<file path="config.mk">
export PLATFORM = sky130hd
export DESIGN_NAME = ima_cell
export DESIGN_NICKNAME = d
export VERILOG_FILES = /design/src/rtl/core/ima_pkg.sv /design/src/rtl/core/ima_cell.sv
export SDC_FILE = /design/constraint.sdc
export NUM_CORES = 1
export LEC_CHECK = 0
export BUFFER_PORTS_ARGS = -buffer_cell sky130_fd_sc_hd__buf_2
export CAP_MARGIN = 20
export CORE_AREA = 2 2 119 121
export CTS_BUF_LIST = sky130_fd_sc_hd__clkbuf_8
export DETAILED_ROUTE_END_ITERATION = 8
export DIE_AREA = 0 0 121 123
export HOLD_SLACK_MARGIN = 0.08
export PLACE_DENSITY_LB_ADDON = 0.08
export REMOVE_ABC_BUFFERS = 1
export SYNTH_ARGS = -nofsm -noshare
export SYNTH_HDL_FRONTEND = slang
export SYNTH_SLANG_ARGS = --single-unit
</file>
<file path="constraint.sdc">
create_clock -name clk -period 3.61 [get_ports clk]
set_input_delay 0.722 -clock clk [delete_from_list [all_inputs] [get_ports clk]]
set_output_delay 0.722 -clock clk [all_outputs]
set_load 0.02 [all_outputs]
</file>
<file path="src/rtl/core/ima_pkg.sv">
// Package for the interval map table: sizes, codes, cell control word.
// Used by the channel interfaces, ima_cell and interval_map_table_core.
package ima_pkg;

  localparam int CAPACITY    = 64;
  localparam int KEY_WIDTH   = 32;
  localparam int VALUE_WIDTH = 8;
  localparam int CNT_W       = $clog2(CAPACITY + 1);
  localparam int TW          = CNT_W + 1;

  localparam logic [VALUE_WIDTH-1:0] RESET_VALUE = VALUE_WIDTH'(97);

  localparam logic [1:0] ST_DONE    = 2'd0;
  localparam logic [1:0] ST_IGNORED = 2'd1;
  localparam logic [1:0] ST_FULL    = 2'd2;

  localparam logic OP_ASSIGN = 1'b0;
  localparam logic OP_LOOKUP = 1'b1;

  localparam int REG_INITIAL_VALUE = 0;

  typedef logic [KEY_WIDTH-1:0]   key_t;
  typedef logic [VALUE_WIDTH-1:0] val_t;

  typedef enum logic [2:0] {
    CMD_HOLD,
    CMD_INIT,
    CMD_CMP,
    CMD_SHR,
    CMD_SHL,
    CMD_INS
  } cell_cmd_t;

  typedef struct packed {
    cell_cmd_t         cmd;
    key_t              lo;
    key_t              ck;
    logic [TW-1:0]     t;
    logic [TW-1:0]     a;
    logic              one_ins;
    logic              two_ins;
    key_t              ins0_key;
    val_t              ins0_val;
    key_t              ins1_key;
    val_t              ins1_val;
    val_t              initv;
  } cell_ctl_t;

endpackage

</file>
<file path="src/rtl/core/ima_cell.sv">
// One breakpoint cell of the table chain: key, value and compare flags.
// Depends on ima_pkg; neighbors feed it on shifts.
module ima_cell (
  input  logic                      clk,
  input  logic                      rst_n,
  input  logic [ima_pkg::CNT_W-1:0] idx,
  input  logic                      valid,
  input  ima_pkg::cell_ctl_t        ctl,
  input  ima_pkg::key_t             left_key,
  input  ima_pkg::val_t             left_val,
  input  ima_pkg::key_t             right_key,
  input  ima_pkg::val_t             right_val,
  output ima_pkg::key_t             key_o,
  output ima_pkg::val_t             val_o,
  output logic                      lt_o,
  output logic                      le_o
);

  ima_pkg::key_t key_r, key_nxt;
  ima_pkg::val_t val_r, val_nxt;
  logic          lt_r, lt_nxt, le_r, le_nxt;
  logic [ima_pkg::TW-1:0] pos;

  assign pos = ima_pkg::TW'(idx);

  always_comb begin
    key_nxt = key_r;
    val_nxt = val_r;
    lt_nxt  = lt_r;
    le_nxt  = le_r;
    case (ctl.cmd)
      ima_pkg::CMD_INIT: begin
        key_nxt = '0;
        val_nxt = ctl.initv;
      end
      ima_pkg::CMD_CMP: begin
        lt_nxt = valid && (key_r < ctl.lo);
        le_nxt = valid && (key_r <= ctl.ck);
      end
      ima_pkg::CMD_SHR: begin
        if (pos > ctl.t) begin
          key_nxt = left_key;
          val_nxt = left_val;
        end
      end
      ima_pkg::CMD_SHL: begin
        // t is at least one here
        if (pos + ima_pkg::TW'(1) >= ctl.t) begin
          key_nxt = right_key;
          val_nxt = right_val;
        end
      end
      ima_pkg::CMD_INS: begin
        if (ctl.one_ins && pos == ctl.a) begin
          key_nxt = ctl.ins0_key;
          val_nxt = ctl.ins0_val;
        end else if (ctl.two_ins && pos == ctl.a + ima_pkg::TW'(1)) begin
          key_nxt = ctl.ins1_key;
          val_nxt = ctl.ins1_val;
        end
      end
      default: begin
      end
    endcase
  end

  always_ff @(posedge clk) begin
    if (!rst_n) begin
      key_r <= '0;
      val_r <= ima_pkg::RESET_VALUE;
      lt_r  <= 1'b0;
      le_r  <= 1'b0;
    end else begin
      key_r <= key_nxt;
      val_r <= val_nxt;
      lt_r  <= lt_nxt;
      le_r  <= le_nxt;
    end
  end

  assign key_o = key_r;
  assign val_o = val_r;
  assign lt_o  = lt_r;
  assign le_o  = le_r;

endmodule
</file>
==> flow_summary.toml, run 1 <==
[setup_path]
worst_ep_arrival_time_ns = 3.31
ff2ff_path_depth = 8
crit_buf_inv = 2
cp_slowest_stage_delay_ns = 0.40
cp_data_required_time_ns = 3.84
reg2reg_slack_ns = 1.38
critPathLaunch = "idx[1]"
crit_family = "compound AO/OA/AOI/OAI gates"
endpoint_kind = "flop"
path_cells = "buf_2 -> ha_1 -> nand3_1 -> nor2_1 -> xor2_1 -> ha_1 -> a21o_1 -> a2111oi_0 -> nand3_1 -> o21ai_1 -> a311oi_2 -> o41ai_4 -> buf_12 -> mux2i_1"
r2r_start = "key_o[27]$_SDFFE_PN0P_"
crit_type = "in2reg"
cp-start-kind = "primary input"
critical-path-slowest-cell = "a2111oi_0"
worstPathMaxFanout = 20
reg2reg_to = "le_o$_SDFFE_PN0N_"

[routing]
drt_iter0_markers = 179
routed_wl_um = 17300
ant_nets = 0
viasPerCell = 4.98
wl_per_cell_um = 15.3
drt-pass1-iter-count = 4
post-route-drc-count = 0
vias = 5642

[hold_path]
worstHoldPathCells = 2
min_path_type = "reg2reg"
worstHoldEndpoint = "val_o[2]$_SDFFE_PN0P_"
holdCritStartpoint = "val_o[2]$_SDFFE_PN0P_"

[synthesis]
ys_types = 51
synth.avg_cell_area_um2 = 7.84
syn_inst = 658
yosys_warnings = 0
async_flop_share_pct = 0
ys.flop_type = "dfxtp_1"
synth.cell_area_um2 = 5160
yosysSeqAreaShare_pct = 16.3
ys_ff_latch = 42
synth_enable_flop_cells = 0

[sta]
worst_pin_slew_ns = 0.570
final_max_slew_viol_count = 0
fin_crit_ns = 3.08
fmax_ghz = 0.324
slew-limit-headroom_pct = 61.9
layout_setup_ws_ns = 0.526
fin_worst_skew_ns = 0.00702
setup_viol = 0
grt_setup_unrepaired = "false"
post-route-period-util_pct = 85.4
finalHoldViolCount = 0
hold_ws_ns = 0.459

[grt]
grt_pass1_wl_um = 26500
grt_max_degree = 35
overflow = 0
antenna_found_initial = 2
first_global_vias = 5325
track_usage_pct = 22.3

[cts]
cts.sinks = 42
postCtsSetupBuffers = 0
ctsResizeCount = 0
path_clk_slew_ns = 0.09
cts_max_level = 2
cts_max_path_buffers = 2
root_buffer = "clkbuf_8"
hold_buffers = 0
cts_buffers = 5
clk_latency_ns = 0.29
cts_tree = "yes"

[layout]
fin_nets = 1292
area_delta_synth_final_pct = 34.6
drive_gt1_share_pct = 34.8

[pwr]
power_density_nw_per_um2 = 203
p_leak_nw = 4.24
finalPower_mw = 1.41
ir_drop_uv = 127

[floorplan]
start_util_pct = 37.9
rows = 43
die_h_um = 123
die_w_um = 121
io-pin-count = 305
coreArea_um2 = 13600
die-area_um2 = 14900

[placed_design]
place_ws_ns = 0.257
routabilityCongestion = 0.829
dp_hpwl_um = 14600
io_buffer_count = 304

[outcome]
status = "finished clean"

[job]
cap_violations = 0
## registers in the layout, summed over array words and instances (netlist names)
| name | cells |
|---|---|
| key_o | 32 |
| val_o | 8 |
| le_o | 1 |
| lt_o | 1 |
## worst max-delay path by stage
| stage | depth (start not counted) | end | slack (ns) |
|---|---|---|---|
| after floorplan | 8 | key_o[0]$_SDFFE_PN0P_ | -1.54 |
| after global placement | 14 | key_o[20]$_SDFFE_PN0P_ | 0.27 |
| after detailed placement | 14 | val_o[7]$_SDFFE_PN0P_ | 0.26 |
| after CTS | 14 | val_o[1]$_SDFFE_PN0P_ | 0.54 |
| after global routing | 14 | key_o[27]$_SDFFE_PN0P_ | 0.29 |
| final | 14 | val_o[1]$_SDFFE_PN0P_ | 0.53 |
## report_power, final
group          total (mW)  internal [mW]  switching, mW  leakage (nW)
sequential          0.505          0.485         0.0195         0.341
clock               0.329          0.154          0.175        0.0472
combinational       0.574          0.277          0.297          3.85
total                1.41          0.916          0.492          4.24
## per-layer routing
metal	share of wire, %	vias up	GRT usage [%]
met5	0	-	0
met4	1.3	0	4.43
met3	7.2	12	4.43
met2	48	200	39.5
met1	43	2483	28.2
li1	-	2947	-
## final cells by class
class	count	area [µm²]
diodes	2	5.00
clock buffers	6	82.6
clock inverters	2	12.5
fillers	1405	6670
inverters	74	278
multi-input cells	511	3870
flip-flops and latches	42	841
well taps	180	225
repair buffers	315	1630
## worst reg2reg max path, stage by stage, from the launching register on
cell and delay [ns]:
dfxtp_1 0.36, ha_1 0.30, nand4_1 0.12, or4_1 0.58, nor2_1 0.17, nand4_1 0.14
o21ai_0 0.17, a41oi_1 0.07, a22o_1 0.22
## Yosys cell counts (5+ instances only)
cell	count	share of area, %
xor2_1	8	1.4
nor2b_1	8	0.97
nor2_1	19	1.4
a22oi_1	39	5.7
mux2i_1	77	15
nand3_1	13	1.3
dfxtp_1	42	16
o21ai_0	56	5.4
buf_2	6	0.58
a21o_1	26	3.8
nand4_1	17	2.1
a21oi_1	21	2.0
inv_1	73	5.3
ha_1	80	19
o221ai_1	6	1.0
and3_1	5	0.61
xnor2_1	10	1.7
clkbuf_1	14	1.0
nand2_1	83	6.0
## metrics by stage
step                utilization (%)  TNS (ns)  instance area (µm²)  std cells
global route                   51.0         0                 6940       1131
detailed placement             50.3         0                 6840       1122
floorplan                         -    -61.75                 4960        627
global placement               50.3         0                 6840       1122
finish                         51.0         0                 6940       1132
CTS                            51.0         0                 6940       1130
## cell usage in the layout, fill, tap and decap left out, types with 4 or more instances in the layout
cell / n
a21o_1: 26
clkbuf_8: 6
a22oi_1: 39
buf_2: 304
nand2b_1: 4
nor2_1: 17
dfxtp_1: 42
o211ai_1: 4
inv_1: 73
xnor2_1: 10
mux2i_1: 77
o21ai_0: 56
o221ai_1: 6
nand2_1: 83
nand3_1: 13
buf_4: 9
nor3_1: 4
xor2_1: 8
and3_1: 5
nand4_1: 17
ha_1: 80
nor2b_1: 8
a21oi_1: 21
## cell families (layout without fill, tap and decap cells)
| family | count (synthesis) | after routing | synth area share, % |
|---|---|---|---|
| multiplexers | 81 | 81 | 15.8 |
| XOR/XNOR | 18 | 18 | 3.06 |
| AO/OA/AOI/OAI | 171 | 171 | 21.8 |
| buffers and inverters | 105 | 397 | 9.19 |
| other | 0 | 2 | 0 |
| AND/OR/NAND/NOR | 161 | 161 | 14.4 |
| adder cells (fa/ha/maj) | 80 | 80 | 19.4 |
| flip-flops | 42 | 42 | 16.3 |
Power figures use the tool's default switching activity.
==> run 2, diff against run 1 <==
Settings changed: REMOVE_ABC_BUFFERS 1 to not set.
==> flow_summary.toml, run 2 (synthesis results as in run 1) <==
[outcome]
status = "finished clean"

[grt]
first_global_vias = 5367
grt_pass1_wl_um = 25700
antenna_found_initial = 0
overflow = 0
track_usage_pct = 21.6
grt_max_degree = 35

[cts]
cts.sinks = 42
cts_max_level = 2
cts_max_path_buffers = 2
clk_latency_ns = 0.29
ctsResizeCount = 0
cts_tree = "yes"
hold_buffers = 0
path_clk_slew_ns = 0.09
cts_buffers = 5
postCtsSetupBuffers = 0
root_buffer = "clkbuf_8"

[sta]
worst_pin_slew_ns = 0.774
final_max_slew_viol_count = 0
post-route-period-util_pct = 84.1
hold_ws_ns = 0.458
fin_tns_setup_ns = 0
fin_worst_skew_ns = 0.00939
grt_setup_unrepaired = "false"
slew-limit-headroom_pct = 48.1
finalHoldViolCount = 0
fmax_ghz = 0.329
setup_viol = 0
fin_crit_ns = 3.03

[placed_design]
dp_cells = 1122
dp_hpwl_um = 14800
routabilityCongestion = 0.870
io_buffer_count = 304

[setup_path]
cp_data_required_time_ns = 3.84
crit_type = "in2reg"
endpoint_kind = "flop"
cp-start-kind = "primary input"
worstPathMaxFanout = 22
worst_ep_arrival_time_ns = 3.26
reg2reg_slack_ns = 1.30

[floorplan]
rows = 43
die_w_um = 121
die_h_um = 123
io-pin-count = 305
die-area_um2 = 14900
coreArea_um2 = 13600
start_util_pct = 37.9

[routing]
post-route-drc-count = 0
viasPerCell = 4.99
wl_per_cell_um = 15.0
drt_iter0_markers = 207
vias = 5642
drt-pass1-iter-count = 4
routed_wl_um = 17000
ant_nets = 0

[layout]
diodes = 0
fin_cells = 1130
area_delta_synth_final_pct = 34.1
final_common_cell = "buf_2"
fin_nets = 1292
layout_common_cells = "304 x buf_2, 83 x nand2_1, 80 x ha_1, 77 x mux2i_1, 74 x inv_1"
drive_gt1_share_pct = 34.7
fin_util_pct = 50.8
largest_reg_flops = 32

[pwr]
ir_drop_uv = 143
power_density_nw_per_um2 = 199
p_leak_nw = 4.24

[synthesis]
syn_nets = 1001

[job]
cap_violations = 0

[hold_path]
min_path_type = "reg2reg"
-- run 2: path summary, 6_finish.rpt --
path                    startpoint                endpoint  cells past startpoint
max                         idx[1]  key_o[11]$_SDFFE_PN0P_                     14
min          val_o[7]$_SDFFE_PN0P_   val_o[7]$_SDFFE_PN0P_                      2
max reg2reg  key_o[5]$_SDFFE_PN0P_       lt_o$_SDFFE_PN0N_                      8
min reg2reg  val_o[7]$_SDFFE_PN0P_   val_o[7]$_SDFFE_PN0P_                      2
-- run 2: final cells by class --
cell class	count	area, µm²
fillers	1419	6690
multi-input cells	511	3860
repair buffers	315	1630
flip-flops and latches	42	841
inverters	74	278
well taps	180	225
clock buffers	5	68.8
clock inverters	3	17.5
-- run 2: routing by layer --
metal | share of wire [%] | global-route usage, % | vias to the layer above
met5 | 0 | 0 | -
li1 | - | - | 2943
met4 | 0.48 | 2.83 | 0
met1 | 43 | 27.0 | 2493
met2 | 50 | 40.5 | 202
met3 | 6.4 | 2.72 | 4
-- run 2: critical path, stage by stage --
cell and delay (ns):
buf_2 0.15, ha_1 0.20, nand3_1 0.12, nor2_1 0.15, xor2_1 0.15, ha_1 0.26
a21o_1 0.18, a2111oi_0 0.39, nand3_1 0.11, o21ai_1 0.17, a311oi_2 0.07, o41ai_4 0.12
buf_12 0.25, mux2i_1 0.20
-- run 2: where the power goes --
| group | leakage (nW) | internal (mW) | switching (mW) |
|---|---|---|---|
| Sequential | 0.341 | 0.485 | 0.0217 |
| Combinational | 3.85 | 0.276 | 0.295 |
| Clock | 0.0493 | 0.134 | 0.164 |
| Total | 4.24 | 0.895 | 0.481 |
-- run 2: through the flow --
| stage | cell area [µm²] | worst slack, ns | power (mW) |
|---|---|---|---|
| after global routing | 6920 | 0.363 | 1.48 |
| after CTS | 6920 | 0.576 | 1.40 |
| after global placement | 6830 | 0.263 | 1.09 |
| after detailed placement | 6830 | 0.270 | 1.09 |
| after floorplan | 5160 | 0.480 | 0.836 |
| final | 6920 | 0.575 | 1.38 |
==> run 3, diff against run 2 <==
Settings changed: ABC_AREA set to 1, CORE_AREA 2 2 119 121 to 2 2 118 120, DIE_AREA 0 0 121 123 to 0 0 120 122.
Clock period 3.61 ns to 3.04 ns, I/O delays scaled along.
==> flow_summary.toml, run 3 <==
[job]
cap_violations = 0

[placed_design]
placed_area_um2 = 7230
dp_hpwl_um = 15700
io_buffer_count = 304
routabilityCongestion = 0.874

[sta]
grt_setup_unrepaired = "false"
fmax_ghz = 0.377
worst_pin_slew_ns = 0.623
fin_worst_skew_ns = 0.0119
slew-limit-headroom_pct = 58.4
final_max_slew_viol_count = 0
fin_crit_ns = 2.65
finalHoldViolCount = 0
setup_viol = 0
post-route-period-util_pct = 87.3
fin_tns_setup_ns = 0

[grt]
grt_max_degree = 46
track_usage_pct = 25.1
grt_pass1_wl_um = 29700
first_global_vias = 6206
antenna_found_initial = 1
overflow = 0

[setup_path]
cp_data_required_time_ns = 3.22
reg2reg_to = "le_o$_SDFFE_PN0N_"
worst_ep_arrival_time_ns = 2.83
crit_type = "in2reg"
endpoint_kind = "flop"
r2r_start = "key_o[15]$_SDFFE_PN0P_"
worstPathMaxFanout = 30
cp-start-kind = "primary input"
reg2reg_slack_ns = 1.18
ff2ff_path_depth = 10

[synthesis]
synth.cell_area_um2 = 5500
syn_inst = 959
synth_top_area_share_pct = 20.7
synth.most_common_cell = "nand2_1"
synth_enable_flop_cells = 0
ys_ff_latch = 42
yosys_warnings = 0
ys_types = 31
synth.avg_cell_area_um2 = 5.73
syn_nets = 1302
ys_top_cells_by_area = "nand2_1 21%, ha_1 18%, dfxtp_1 15%"
yosysSeqAreaShare_pct = 15.3
synth_commonest_cells = "303 x nand2_1, 170 x inv_1, 98 x nor2_1"
synth_top_area_cell = "nand2_1"
async_flop_share_pct = 0
ys.flop_type = "dfxtp_1"

[cts]
ctsResizeCount = 0
cts_max_level = 2
hold_buffers = 0
path_clk_slew_ns = 0.08
root_buffer = "clkbuf_8"
cts_tree = "yes"
postCtsSetupBuffers = 0
cts_max_path_buffers = 2
clk_latency_ns = 0.29
cts.sinks = 42
cts_buffers = 5

[layout]
final_common_cell = "buf_2"
fillers = 1506
diodes = 0
drive_gt1_share_pct = 26.7
fin_nets = 1591
area_delta_synth_final_pct = 33.0
fin_area_um2 = 7310
largest_reg_flops = 32
layout_common_cells = "304 x buf_2, 303 x nand2_1, 171 x inv_1, 97 x nor2_1, 80 x ha_1"

[pwr]
ir_drop_uv = 169
power_density_nw_per_um2 = 266
p_leak_nw = 4.43

[floorplan]
die_h_um = 122
start_util_pct = 40.7
die_w_um = 120
coreArea_um2 = 13500
rows = 43
io-pin-count = 305
die-area_um2 = 14600

[hold_path]
holdCritStartpoint = "lt_o$_SDFFE_PN0N_"
min_path_type = "reg2reg"
worstHoldPathCells = 2
worstHoldEndpoint = "lt_o$_SDFFE_PN0N_"

[outcome]
status = "finished clean"

[routing]
ant_nets = 0
routed_wl_um = 18800
post-route-drc-count = 0
vias = 6803
drt-pass1-iter-count = 5
wl_per_cell_um = 13.2
drt_iter0_markers = 279
viasPerCell = 4.76
-- run 3: changes by cell type in the layout (fill, tap and decap cells not counted), moves of 23 or more --
| cell | before | now |
|---|---|---|
| nand2_1 | 83 | 303 |
| inv_1 | 74 | 171 |
| nor2_1 | 17 | 97 |
| mux2i_1 | 77 | 0 |
| a21oi_1 | 21 | 73 |
| a22oi_1 | 39 | 1 |
| a21o_1 | 26 | 0 |
| o211ai_1 | 4 | 27 |
| o21ai_0 | 56 | 33 |
-- run 3: routing by layer --
metal  track usage, %  share of wire, %  wire [µm]  up-vias
met5                0             0.085         16        -
met4             5.37               1.3        243        2
met3             4.40               7.1       1340       20
met2             43.5                46       8750      244
met1             32.5                45       8480     2918
li1                 -                 -          -     3619
-- run 3: logic make-up (layout without fill, tap and decap cells) --
kind of cell | after synthesis | after routing | synth area share [%]
AND/OR/NAND/NOR | 474 | 474 | 35.0
buffers and inverters | 207 | 497 | 15.0
AO/OA/AOI/OAI | 151 | 151 | 15.7
adder cells (fa/ha/maj) | 80 | 80 | 18.2
flip-flops | 42 | 42 | 15.3
XOR/XNOR | 5 | 5 | 0.797
-- run 3: cell type report --
class / count / area, µm² / area share, %
inverter: 171 / 642 / 8.78
tap: 180 / 225 / 3.08
multi-input combinational: 710 / 3840 / 52.5
clock inverter: 3 / 17.5 / 0.240
clock buffer: 5 / 68.8 / 0.941
timing repair buffer: 318 / 1680 / 22.9
sequential: 42 / 841 / 11.5
-- run 3: worst max path at each step --
stage / cells past startpoint / end / from / slack (ns)
finish: 15 / key_o[28]$_SDFFE_PN0P_ / idx[0] / 0.39
CTS: 15 / key_o[28]$_SDFFE_PN0P_ / idx[1] / 0.40
detailed placement: 15 / key_o[11]$_SDFFE_PN0P_ / idx[1] / 0.11
global route: 16 / key_o[8]$_SDFFE_PN0P_ / idx[0] / 0.15
floorplan: 15 / key_o[15]$_SDFFE_PN0P_ / idx[0] / 0.46
global placement: 15 / key_o[7]$_SDFFE_PN0P_ / idx[0] / 0.15
-- run 3: worst max-delay path, cell delays in order --
cell and delay, ns:
buf_2 0.12, inv_1 0.06, nor3_1 0.41, nand4_1 0.19, nand2_1 0.11, inv_1 0.04, ha_1 0.28, nand2_1 0.05
nor2_1 0.11, nand4_1 0.10, nand4_1 0.14, nand3_2 0.15, buf_12 0.20, o21bai_1 0.17, nor2_1 0.06
-- run 3: report_power, final --
group          switching [mW]  internal (mW)
Sequential             0.0663          0.604
Combinational           0.518          0.399
Clock                   0.202          0.159
Total                   0.786           1.16
-- run 3: stage by stage --
step	util [%]	power (mW)	hold slack [ns]	std cells	setup slack, ns
3_3_place_gp	53.5	1.60	0.439	1421	0.151
6_report	54.1	1.95	0.467	1429	0.387
3_5_place_dp	53.5	1.60	0.450	1421	0.105
2_1_floorplan	-	1.23	0.544	959	0.458
5_1_grt	54.1	2.13	0.505	1429	0.155
4_1_cts	54.1	1.97	0.466	1429	0.400
